<file path="src/design/hash_keyed_sorted_record_table_defines.svh">
// Assertion macros shared by the table design
`ifndef HASH_KEYED_SORTED_RECORD_TABLE_DEFINES_SVH
`define HASH_KEYED_SORTED_RECORD_TABLE_DEFINES_SVH

// Implication checked on every rising clock edge outside reset
`define HKT_ASSERT_IMP(label, clk, rstn, ante, cons) \
    label: assert property (@(posedge clk) disable iff (!rstn) (ante) |-> (cons)) \
        else $error("assertion failed");

// Next-cycle implication checked outside reset
`define HKT_ASSERT_NEXT(label, clk, rstn, ante, cons) \
    label: assert property (@(posedge clk) disable iff (!rstn) (ante) |=> (cons)) \
        else $error("assertion failed");

`endif

</file>
<file path="src/design/hkt_pkg.sv">
// ----------------------------------------------------------------------------
// hkt_pkg
// Types, codes and hash helpers for the sorted record table.
// ----------------------------------------------------------------------------
`timescale 1ns / 1ps
`default_nettype none
package hkt_pkg;
    localparam int TABLE_ENTRIES_DEF = 64;

    localparam logic [1:0] CMD_INSERT = 2'd0;
    localparam logic [1:0] CMD_DELETE = 2'd1;
    localparam logic [1:0] CMD_SEARCH = 2'd2;
    localparam logic [1:0] CMD_SPARE  = 2'd3;

    localparam logic [1:0] OUT_INSERTED = 2'd0;
    localparam logic [1:0] OUT_HIT      = 2'd1;
    localparam logic [1:0] OUT_MISS     = 2'd2;
    localparam logic [1:0] OUT_FULL     = 2'd3;

    typedef struct packed {
        logic [1:0]         command;
        logic [7:0]         name_byte;
        logic               last_byte;
        logic signed [31:0] record_value;
    } in_item_t;

    typedef struct packed {
        logic [31:0] key_hash;
        logic [1:0]  outcome;
    } out_item_t;

    // One finished key handed from the hasher to the table engine
    typedef struct packed {
        logic [1:0]  command;
        logic [31:0] key_hash;
        logic [31:0] record_value;
    } op_t;

    function automatic logic [31:0] hash_round(input logic [31:0] h, input logic [7:0] b);
        logic [31:0] t;
        t = h + {24'd0, b};
        t = t + (t << 10);
        t = t ^ (t >> 6);
        return t;
    endfunction

    function automatic logic [31:0] hash_finish(input logic [31:0] h);
        logic [31:0] t;
        t = h + (h << 3);
        t = t ^ (t >> 11);
        t = t + (t << 15);
        return t;
    endfunction
endpackage
`default_nettype wire

</file>
<file path="src/design/hkt_ram.sv">
// ----------------------------------------------------------------------------
// hkt_ram
// Generic single-port-write, single-port-read RAM with registered read.
// ----------------------------------------------------------------------------
`timescale 1ns / 1ps
`default_nettype none
module hkt_ram #(
    parameter int WIDTH = 32,
    parameter int DEPTH = 64
) (
    input  wire logic                     aclk,
    input  wire logic                     we,
    input  wire logic [$clog2(DEPTH)-1:0] waddr,
    input  wire logic [WIDTH-1:0]         wdata,
    input  wire logic [$clog2(DEPTH)-1:0] raddr,
    output logic      [WIDTH-1:0]         rdata
);
    logic [WIDTH-1:0] mem [DEPTH];

    always_ff @(posedge aclk) begin
        if (we) begin
            mem[waddr] <= wdata;
        end
        rdata <= mem[raddr];
    end
endmodule
`default_nettype wire

</file>
<file path="src/design/hkt_front.sv">
// ----------------------------------------------------------------------------
// hkt_front
// Byte hasher: folds name bytes and emits one finished key per name.
// ----------------------------------------------------------------------------
`timescale 1ns / 1ps
`default_nettype none
module hkt_front (
    input  wire logic             aclk,
    input  wire logic             aresetn,
    input  wire hkt_pkg::in_item_t s_data,
    input  wire logic             s_valid,
    output logic                  s_ready,
    output hkt_pkg::op_t          op_data,
    output logic                  op_valid,
    input  wire logic             op_ready
);
    import hkt_pkg::*;

    logic [31:0] hash_reg, hash_next;
    logic [31:0] rounded;
    logic        take;

    assign s_ready  = !op_valid || op_ready;
    assign take     = s_valid && s_ready;
    assign rounded  = hash_round(hash_reg, s_data.name_byte);

    always_comb begin
        hash_next = hash_reg;
        if (take) begin
            hash_next = s_data.last_byte ? 32'd0 : rounded;
        end
    end

    always_ff @(posedge aclk) begin
        if (!aresetn) begin
            hash_reg <= 32'd0;
            op_valid <= 1'b0;
        end else begin
            hash_reg <= hash_next;
            if (take) begin
                op_valid <= s_data.last_byte;
            end else if (op_ready) begin
                op_valid <= 1'b0;
            end
        end
    end

    always_ff @(posedge aclk) begin
        if (take && s_data.last_byte) begin
            op_data.command      <= s_data.command;
            op_data.key_hash     <= hash_finish(rounded);
            op_data.record_value <= s_data.record_value;
        end
    end
endmodule
`default_nettype wire

</file>
<file path="src/design/hkt_queue.sv">
// ----------------------------------------------------------------------------
// hkt_queue
// Two-entry queue of finished keys between hasher and table engine.
// ----------------------------------------------------------------------------
`timescale 1ns / 1ps
`default_nettype none
module hkt_queue (
    input  wire logic          aclk,
    input  wire logic          aresetn,
    input  wire hkt_pkg::op_t  in_data,
    input  wire logic          in_valid,
    output logic               in_ready,
    output hkt_pkg::op_t       out_data,
    output logic               out_valid,
    input  wire logic          out_ready
);
    import hkt_pkg::*;

    op_t         slot_reg [2];
    logic        rd_reg, wr_reg;
    logic [1:0]  cnt_reg;
    logic        push, pop;

    assign in_ready  = cnt_reg != 2'd2;
    assign out_valid = cnt_reg != 2'd0;
    assign out_data  = slot_reg[rd_reg];
    assign push      = in_valid && in_ready;
    assign pop       = out_valid && out_ready;

    always_ff @(posedge aclk) begin
        if (!aresetn) begin
            rd_reg  <= 1'b0;
            wr_reg  <= 1'b0;
            cnt_reg <= 2'd0;
        end else begin
            if (push) wr_reg <= !wr_reg;
            if (pop)  rd_reg <= !rd_reg;
            cnt_reg <= cnt_reg + {1'b0, push} - {1'b0, pop};
        end
    end

    always_ff @(posedge aclk) begin
        if (push) begin
            slot_reg[wr_reg] <= in_data;
        end
    end
endmodule
`default_nettype wire

</file>
<file path="src/design/hkt_back.sv">
// ----------------------------------------------------------------------------
// hkt_back
// Table engine: scans the sorted store and inserts, deletes or looks up.
// ----------------------------------------------------------------------------
`timescale 1ns / 1ps
`default_nettype none
`include "hash_keyed_sorted_record_table_defines.svh"
module hkt_back #(
    parameter int TABLE_ENTRIES = hkt_pkg::TABLE_ENTRIES_DEF
) (
    input  wire logic           aclk,
    input  wire logic           aresetn,
    input  wire hkt_pkg::op_t   op_data,
    input  wire logic           op_valid,
    output logic                op_ready,
    output hkt_pkg::out_item_t  m_data,
    output logic                m_valid,
    input  wire logic           m_ready
);
    import hkt_pkg::*;

    localparam int AW = $clog2(TABLE_ENTRIES);
    localparam int CW = $clog2(TABLE_ENTRIES + 1);
    localparam logic [CW-1:0] FULL_COUNT = CW'(TABLE_ENTRIES);

    typedef enum logic [5:0] {
        ST_IDLE  = 6'b000001,
        ST_SCAN  = 6'b000010,
        ST_CHECK = 6'b000100,
        ST_SHUP  = 6'b001000,
        ST_SHDN  = 6'b010000,
        ST_DONE  = 6'b100000
    } state_t;

    state_t      state_reg, state_next;
    op_t         op_reg;
    logic [CW-1:0] count_reg, count_next;
    logic [CW-1:0] idx_reg, idx_next;     // scan / shift position
    logic [CW-1:0] pos_reg, pos_next;     // lower bound
    logic [1:0]    res_out_reg, res_out_next;
    logic [31:0]   res_hash_reg, res_hash_next;
    logic          mv_reg, mv_next;

    // Memory ports: one read and one write per cycle on each store
    logic          we;
    logic [AW-1:0] waddr, raddr;
    logic [31:0]   wh, wv, rh, rv;

    hkt_ram #(.WIDTH(32), .DEPTH(TABLE_ENTRIES)) u_hash_ram (
        .aclk(aclk), .we(we), .waddr(waddr), .wdata(wh), .raddr(raddr), .rdata(rh)
    );
    hkt_ram #(.WIDTH(32), .DEPTH(TABLE_ENTRIES)) u_val_ram (
        .aclk(aclk), .we(we), .waddr(waddr), .wdata(wv), .raddr(raddr), .rdata(rv)
    );

    // Read issued last cycle at idx_reg-1 in scan; hold rdata sense
    logic rd_pending_reg, rd_pending_next;

    assign op_ready = state_reg == ST_IDLE && !mv_reg;
    assign m_valid  = mv_reg;
    assign m_data   = '{key_hash: res_hash_reg, outcome: res_out_reg};

    always_comb begin
        state_next      = state_reg;
        count_next      = count_reg;
        idx_next        = idx_reg;
        pos_next        = pos_reg;
        res_out_next    = res_out_reg;
        res_hash_next   = res_hash_reg;
        mv_next         = mv_reg && !m_ready;
        rd_pending_next = 1'b0;
        we    = 1'b0;
        waddr = '0;
        raddr = '0;
        wh    = op_reg.key_hash;
        wv    = op_reg.record_value;
        case (state_reg)
            ST_IDLE: begin
                if (op_valid && op_ready) begin
                    idx_next   = '0;
                    state_next = ST_SCAN;
                end
            end
            ST_SCAN: begin
                // Compare data read for idx_reg-1, issue read at idx_reg
                if (rd_pending_reg && !(rh < op_reg.key_hash)) begin
                    // Read the entry at pos again so the check sees it
                    raddr      = AW'(idx_reg - CW'(1));
                    pos_next   = idx_reg - CW'(1);
                    state_next = ST_CHECK;
                end else if (idx_reg == count_reg) begin
                    pos_next   = count_reg;
                    state_next = ST_CHECK;
                end else begin
                    raddr           = idx_reg[AW-1:0];
                    idx_next        = idx_reg + CW'(1);
                    rd_pending_next = 1'b1;
                end
            end
            ST_CHECK: begin
                // rh holds the entry at pos when pos < count
                if (pos_reg < count_reg && rh == op_reg.key_hash) begin
                    res_hash_next = op_reg.key_hash;
                    res_out_next  = OUT_HIT;
                    if (op_reg.command == CMD_INSERT) begin
                        we         = 1'b1;
                        waddr      = pos_reg[AW-1:0];
                        wh         = rh;
                        state_next = ST_DONE;
                    end else if (op_reg.command == CMD_DELETE) begin
                        idx_next   = pos_reg;
                        state_next = ST_SHDN;
                    end else begin
                        state_next = ST_DONE;
                    end
                end else begin
                    res_hash_next = op_reg.key_hash;
                    if (op_reg.command == CMD_INSERT) begin
                        if (count_reg == FULL_COUNT) begin
                            res_out_next = OUT_FULL;
                            state_next   = ST_DONE;
                        end else begin
                            res_out_next = OUT_INSERTED;
                            idx_next     = count_reg;
                            state_next   = ST_SHUP;
                        end
                    end else if (op_reg.command == CMD_DELETE) begin
                        res_out_next = OUT_MISS;
                        state_next   = ST_DONE;
                    end else begin
                        res_hash_next = '1;
                        res_out_next  = OUT_MISS;
                        state_next    = ST_DONE;
                    end
                end
            end
            ST_SHUP: begin
                // Read idx-1, write it to idx next cycle
                if (rd_pending_reg) begin
                    we    = 1'b1;
                    waddr = idx_reg[AW-1:0];
                    wh    = rh;
                    wv    = rv;
                end
                if (idx_reg == pos_reg && !rd_pending_reg) begin
                    we         = 1'b1;
                    waddr      = pos_reg[AW-1:0];
                    count_next = count_reg + CW'(1);
                    state_next = ST_DONE;
                end else if (rd_pending_reg) begin
                    idx_next = idx_reg - CW'(1);
                end else begin
                    raddr           = AW'(idx_reg - CW'(1));
                    rd_pending_next = 1'b1;
                end
            end
            ST_SHDN: begin
                // Read idx+1, write it to idx
                if (rd_pending_reg) begin
                    we       = 1'b1;
                    waddr    = idx_reg[AW-1:0];
                    wh       = rh;
                    wv       = rv;
                    idx_next = idx_reg + CW'(1);
                end else if (idx_reg + CW'(1) >= count_reg) begin
                    count_next = count_reg - CW'(1);
                    state_next = ST_DONE;
                end else begin
                    raddr           = AW'(idx_reg + CW'(1));
                    rd_pending_next = 1'b1;
                end
            end
            ST_DONE: begin
                mv_next    = 1'b1;
                state_next = ST_IDLE;
            end
            default: state_next = ST_IDLE;
        endcase
    end

    always_ff @(posedge aclk) begin
        if (!aresetn) begin
            state_reg      <= ST_IDLE;
            count_reg      <= '0;
            mv_reg         <= 1'b0;
            rd_pending_reg <= 1'b0;
        end else begin
            state_reg      <= state_next;
            count_reg      <= count_next;
            mv_reg         <= mv_next;
            rd_pending_reg <= rd_pending_next;
        end
    end

    always_ff @(posedge aclk) begin
        idx_reg      <= idx_next;
        pos_reg      <= pos_next;
        res_out_reg  <= res_out_next;
        res_hash_reg <= res_hash_next;
        if (op_valid && op_ready) begin
            op_reg <= op_data;
        end
    end

    `HKT_ASSERT_IMP(a_count_range, aclk, aresetn, 1'b1, count_reg <= FULL_COUNT)
    `HKT_ASSERT_IMP(a_no_accept_busy, aclk, aresetn, state_reg != ST_IDLE, !op_ready)
    `HKT_ASSERT_NEXT(a_done_shows, aclk, aresetn, state_reg == ST_DONE, m_valid)
    `HKT_ASSERT_NEXT(a_full_holds, aclk, aresetn,
        state_reg == ST_DONE && res_out_reg == OUT_FULL, $stable(count_reg))
endmodule
`default_nettype wire

</file>
<file path="src/design/hash_keyed_sorted_record_table.sv">
// ----------------------------------------------------------------------------
// hash_keyed_sorted_record_table
// Sorted record table keyed by the one-at-a-time hash of a streamed name.
// ----------------------------------------------------------------------------
//  channel | direction | payload       | handshake
//  s_      | in        | in_item_t     | s_valid / s_ready
//  m_      | out       | out_item_t    | m_valid / m_ready
//
//  Name bytes are taken one per cycle while the key queue has room.
//  A table operation scans the store to classify the key, then shifts
//  entries on insert or delete; each step goes through the single read
//  port of the entry RAMs, and no new key is taken until it is done.
//  Reset (aresetn low, synchronous) empties the table; no clearing pass.
//  Stalls on m_ready hold the result and stop the engine; the hasher
//  keeps going until the key queue fills.
`timescale 1ns / 1ps
`default_nettype none
module hash_keyed_sorted_record_table #(
    parameter int TABLE_ENTRIES = hkt_pkg::TABLE_ENTRIES_DEF
) (
    input  wire logic               aclk,
    input  wire logic               aresetn,
    input  wire hkt_pkg::in_item_t  s_data,
    input  wire logic               s_valid,
    output logic                    s_ready,
    output hkt_pkg::out_item_t      m_data,
    output logic                    m_valid,
    input  wire logic               m_ready
);
    import hkt_pkg::*;

    op_t  f_data, q_data;
    logic f_valid, f_ready, q_valid, q_ready;

    // Front: hash bytes, hand over one key per name
    hkt_front u_front (
        .aclk(aclk), .aresetn(aresetn),
        .s_data(s_data), .s_valid(s_valid), .s_ready(s_ready),
        .op_data(f_data), .op_valid(f_valid), .op_ready(f_ready)
    );

    // Decouple hasher from the table engine
    hkt_queue u_queue (
        .aclk(aclk), .aresetn(aresetn),
        .in_data(f_data), .in_valid(f_valid), .in_ready(f_ready),
        .out_data(q_data), .out_valid(q_valid), .out_ready(q_ready)
    );

    // Back: scan and edit the sorted store
    hkt_back #(.TABLE_ENTRIES(TABLE_ENTRIES)) u_back (
        .aclk(aclk), .aresetn(aresetn),
        .op_data(q_data), .op_valid(q_valid), .op_ready(q_ready),
        .m_data(m_data), .m_valid(m_valid), .m_ready(m_ready)
    );
endmodule
`default_nettype wire
</file>
<file path="config.mk">
export PLATFORM = sky130hd
export DESIGN_NAME = hash_keyed_sorted_record_table
export DESIGN_NICKNAME = d
export VERILOG_FILES = /design/src/design/hkt_pkg.sv /design/src/design/hkt_ram.sv /design/src/design/hkt_front.sv /design/src/design/hkt_queue.sv /design/src/design/hkt_back.sv /design/src/design/hash_keyed_sorted_record_table.sv
export VERILOG_INCLUDE_DIRS = /design/src /design/src/design
export SDC_FILE = /design/constraint.sdc
export NUM_CORES = 2
export LEC_CHECK = 0
export BUFFER_PORTS_ARGS = -buffer_cell sky130_fd_sc_hd__buf_4
export CORE_ASPECT_RATIO = 1.2
export CORE_UTILIZATION = 55
export CTS_CLUSTER_SIZE = 20
export DETAILED_ROUTE_END_ITERATION = 12
export GPL_TIMING_DRIVEN = 0
export PLACE_DENSITY = 0.69
export SYNTH_ARGS = -nofsm -noshare
export SYNTH_HDL_FRONTEND = slang
export SYNTH_SLANG_ARGS = --single-unit
</file>
<file path="constraint.sdc">
create_clock -name aclk -period 12.67 [get_ports aclk]
set_clock_uncertainty 0.2 [all_clocks]
set_input_delay 0.6335 -clock aclk [delete_from_list [all_inputs] [get_ports aclk]]
set_output_delay 0.6335 -clock aclk [all_outputs]
set_load 0.02 [all_outputs]
</file>
==> impl_results.md <==
- Min Tclk post-route: 11030 ps
- Global-route wire length before repair: 450000 um
- Port bufs: 50
- CP peak stage delay: 590 ps
- CTS H-tree depth: 4
- Largest net degree at the start of global routing: 65
- Critical Path Sink Type: flop
- Worst path required time: 13070 ps
- Fin. max-slew vios: 6
- Share of the synthesized area in the top cell type: 69.8%
- Placed Cells: 9990
- WL final: 320000 um
- Setup slack at placement: 1330 ps
- Share of post-route cells with drive strength above 1: 10.6%
- Final Non-Filler Cells: 10.4k
- Number of global-route vias before repair: 63.7k
- Worst hold margin: 234 ps
- Detailed-route via count: 66.9k
- Initial antenna violation count: 25
- Area Overhead vs Synth: 13.1%
- FFs w/ async S/R, synth: 0%
- Static leakage: 37.8 nW
- CP max FO: 5
- DRC viols: 0
- Post-DP HPWL: 220000 um
- Clk sink count: 2316
- Initial Utilization: 55.5%
- Clock slew at reported path FFs: 70 ps
- Die Footprint: 176000 sq um
- ANT nets after route: 0
- Net count, final: 8110
- Ys Warns: 0
- Setup TNS: 0 ps
- Failing checks: max-capacitance violations, max-slew violations
- Avg WL per Cell: 30.8 um
- Remaining global-route overflow: 0
- RSZ-0062 raised after global routing: false
- Total of max-cap violations: 7
- Flop2flop setup slack: 1640 ps
- Post-synth EDFFs: 2232
- Width of the die: 383 um
- CTS Root Buffer Type: clkbuf_16
- Count of final hold-check violations: 0
- Hold Path End: u_queue.slot_reg[1][49]$_DFFE_PP_
- Peak supply drop: 0.000455 V
- GPL Wtd Cong: 0.971
- Fmax: 0.0907 GHz
- Final instance area: 109000 sq um
- Worst path arrival time: 11430 ps
- Reg2Reg Depth: 45
- Clk buf depth: 3
- Slowest cell on crit path: o31ai_1
- I/O Pins: 83
- Hold depth: 0
- Row count: 167
- Netlist Area Pre-Place: 96000 sq um
- Main area contributors after synthesis: edfxtp_1, nand2_1, nand3_1
- Top FF cell, synth: edfxtp_1
- Pre-antenna DRT Iters: 7
- 1st-iter DRT viols: 10.4k
- PwrDens: 289 nW/um^2
- Post-CTS sizing: 0
- Avg Cell Area, Syn: 12.7 sq um
- Final-report setup violation count: 0
- Core Footprint: 173000 sq um
- Outcome: finished with violations
- Gate Count Post-Synth: 7573
- FF+latch count, synth: 2316
- Normalized max-slew margin: -7.54%
- Cell mode on critical path: a21oi_1
- Crit path setup slack, layout: 1640 ps
- Final period utilization: 87.1%
- Count of unique library cells instantiated by Yosys: 93
- Vias per cell: 6.44
- Reg-to-reg critical path startpoint: u_front.hash_reg[0]$_SDFFE_PN0P_
- Synth area leader: edfxtp_1
- Startpoint Class: flop
- Worst hold path class: flop to flop
- Clk_lat worst skew: 900 ps
- Chip height: 460 um
- Total GRT Usage: 36.1%
- Syn nets: 7752
- Num CTS Buffers: 211
- Seq/Total Area, Yosys: 71.5%
- CTS tree: yes
- Hold_sp: u_front.op_data[49]$_DFFE_PP_
- Dpl cell area: 102000 sq um
- Worst Setup Path Type: flop to flop
- Max reg flops: 2048
- Worst-Margin Slew: 1600 ps
- Worst reg2reg endpoint: u_front.op_data[63]$_DFFE_PP_
[metrics by stage]
stage,utilization (%),power [W]
detailed placement,58.7,0.0246
finish,62.8,0.0314
global placement,57.4,0.0242
CTS,62.7,0.0310
floorplan,-,0.0190
global route,62.8,0.0325
[synth_stat cells (6+ instances only)]
library cell and number:
a2111oi_0 23, a211oi_1 33, a21o_1 35, a21oi_1 481, a221oi_1 7, a22oi_1 40, a311o_1 21, a311oi_1 26
a31o_1 6, a31o_2 15, a31oi_1 27, and2_1 41, and3_1 69, buf_1 32, buf_2 224, buf_4 14
clkbuf_1 163, dfxtp_1 84, edfxtp_1 2232, ha_1 127, inv_1 81, mux2_2 65, mux2i_1 25, nand2_1 1923
nand2b_1 21, nand3_1 872, nand3b_1 7, nand4_1 19, nor2_1 198, nor2b_1 48, nor3_1 21, nor4_1 95
o211ai_1 14, o21a_1 13, o21ai_0 127, o21bai_1 16, o22ai_1 37, o31ai_1 10, o41ai_1 9, or3_1 7
xnor2_1 91, xor2_1 72
[worst max-delay path, delay by kind of cell (launching register included)]
kind / cells / cell delay (ps)
compound gates: 24 / 5210
fa+ha+maj: 6 / 2010
xor+xnor: 7 / 2010
simple gates: 7 / 910
flops: 1 / 350
buf+inv: 1 / 60
[cells by family after synthesis]
| logic type | Yosys count | share of synthesized area, % |
|---|---|---|
| AND/OR/NAND/NOR | 3357 | 15.3 |
| flip-flops | 2316 | 71.5 |
| AO/OA/AOI/OAI | 999 | 6.48 |
| buffers and inverters | 514 | 2.36 |
| XOR/XNOR | 165 | 1.53 |
| adder cells (fa/ha/maj) | 132 | 1.76 |
| multiplexers | 90 | 1.02 |
[placed cells by master (no fill, tap or decap), types with 68 or more instances in the layout]
master,count
and3_1,68
inv_1,79
buf_2,224
dfxtp_1,84
clkbuf_1,208
nor2_1,133
ha_1,127
o21ai_0,126
nor4_1,95
nand2_1,1923
edfxtp_1,2232
a21oi_1,481
nand3_1,872
clkbuf_16,215
xor2_1,72
xnor2_1,91
[final cells by class]
| type | instances | area (sq um) |
|---|---|---|
| clock inverter | 125 | 1280 |
| antenna | 9 | 22.5 |
| multi-input combinational | 4743 | 25700 |
| inverter | 81 | 304 |
| fill | 12900 | 64300 |
| buffer | 433 | 1960 |
| clock buffer | 263 | 5590 |
| timing repair buffer | 145 | 2230 |
| tap | 2281 | 2850 |
| sequential | 2316 | 68700 |
[report_power, final]
| group | total (W) | internal, W | switching (W) |
|---|---|---|---|
| Combinational | 0.0149 | 0.00439 | 0.0106 |
| Clock | 0.00640 | 0.00350 | 0.00290 |
| Sequential | 0.0101 | 0.00996 | 0.000143 |
[worst max-delay path by stage]
stage               cells past startpoint                              from                               endpoint
global placement                        7  u_back.state_reg[5]$_SDFFE_PN0P_  u_back.u_hash_ram.mem[7][0]$_DFFE_PP_
global route                           45  u_front.hash_reg[0]$_SDFFE_PN0P_          u_front.op_data[63]$_DFFE_PP_
detailed placement                     46                        s_data[33]          u_front.op_data[63]$_DFFE_PP_
finish                                 45  u_front.hash_reg[0]$_SDFFE_PN0P_          u_front.op_data[63]$_DFFE_PP_
floorplan                              45                        s_data[33]          u_front.op_data[63]$_DFFE_PP_
CTS                                    45  u_front.hash_reg[0]$_SDFFE_PN0P_          u_front.op_data[63]$_DFFE_PP_
[metal layers]
layer  routed length [um]  up-vias  global-route usage (%)  share of wire (%)
met2               145000     4778                    55.8                 45
met1               109000    32600                    44.5                 34
li1                     -    28400                       -                  -
met4                26800       14                    25.1                8.4
met3                38500     1063                    9.40                 12
met5                   80        -                       0              0.025
[timing repair]
| action | CTS | global route |
|---|---|---|
| buffers inserted | 0 | 0 |
| hold buffers | 7 | 0 |
| hold endpoints to repair | 7 | 0 |
Note: power is estimated with default switching activity, not from simulation.
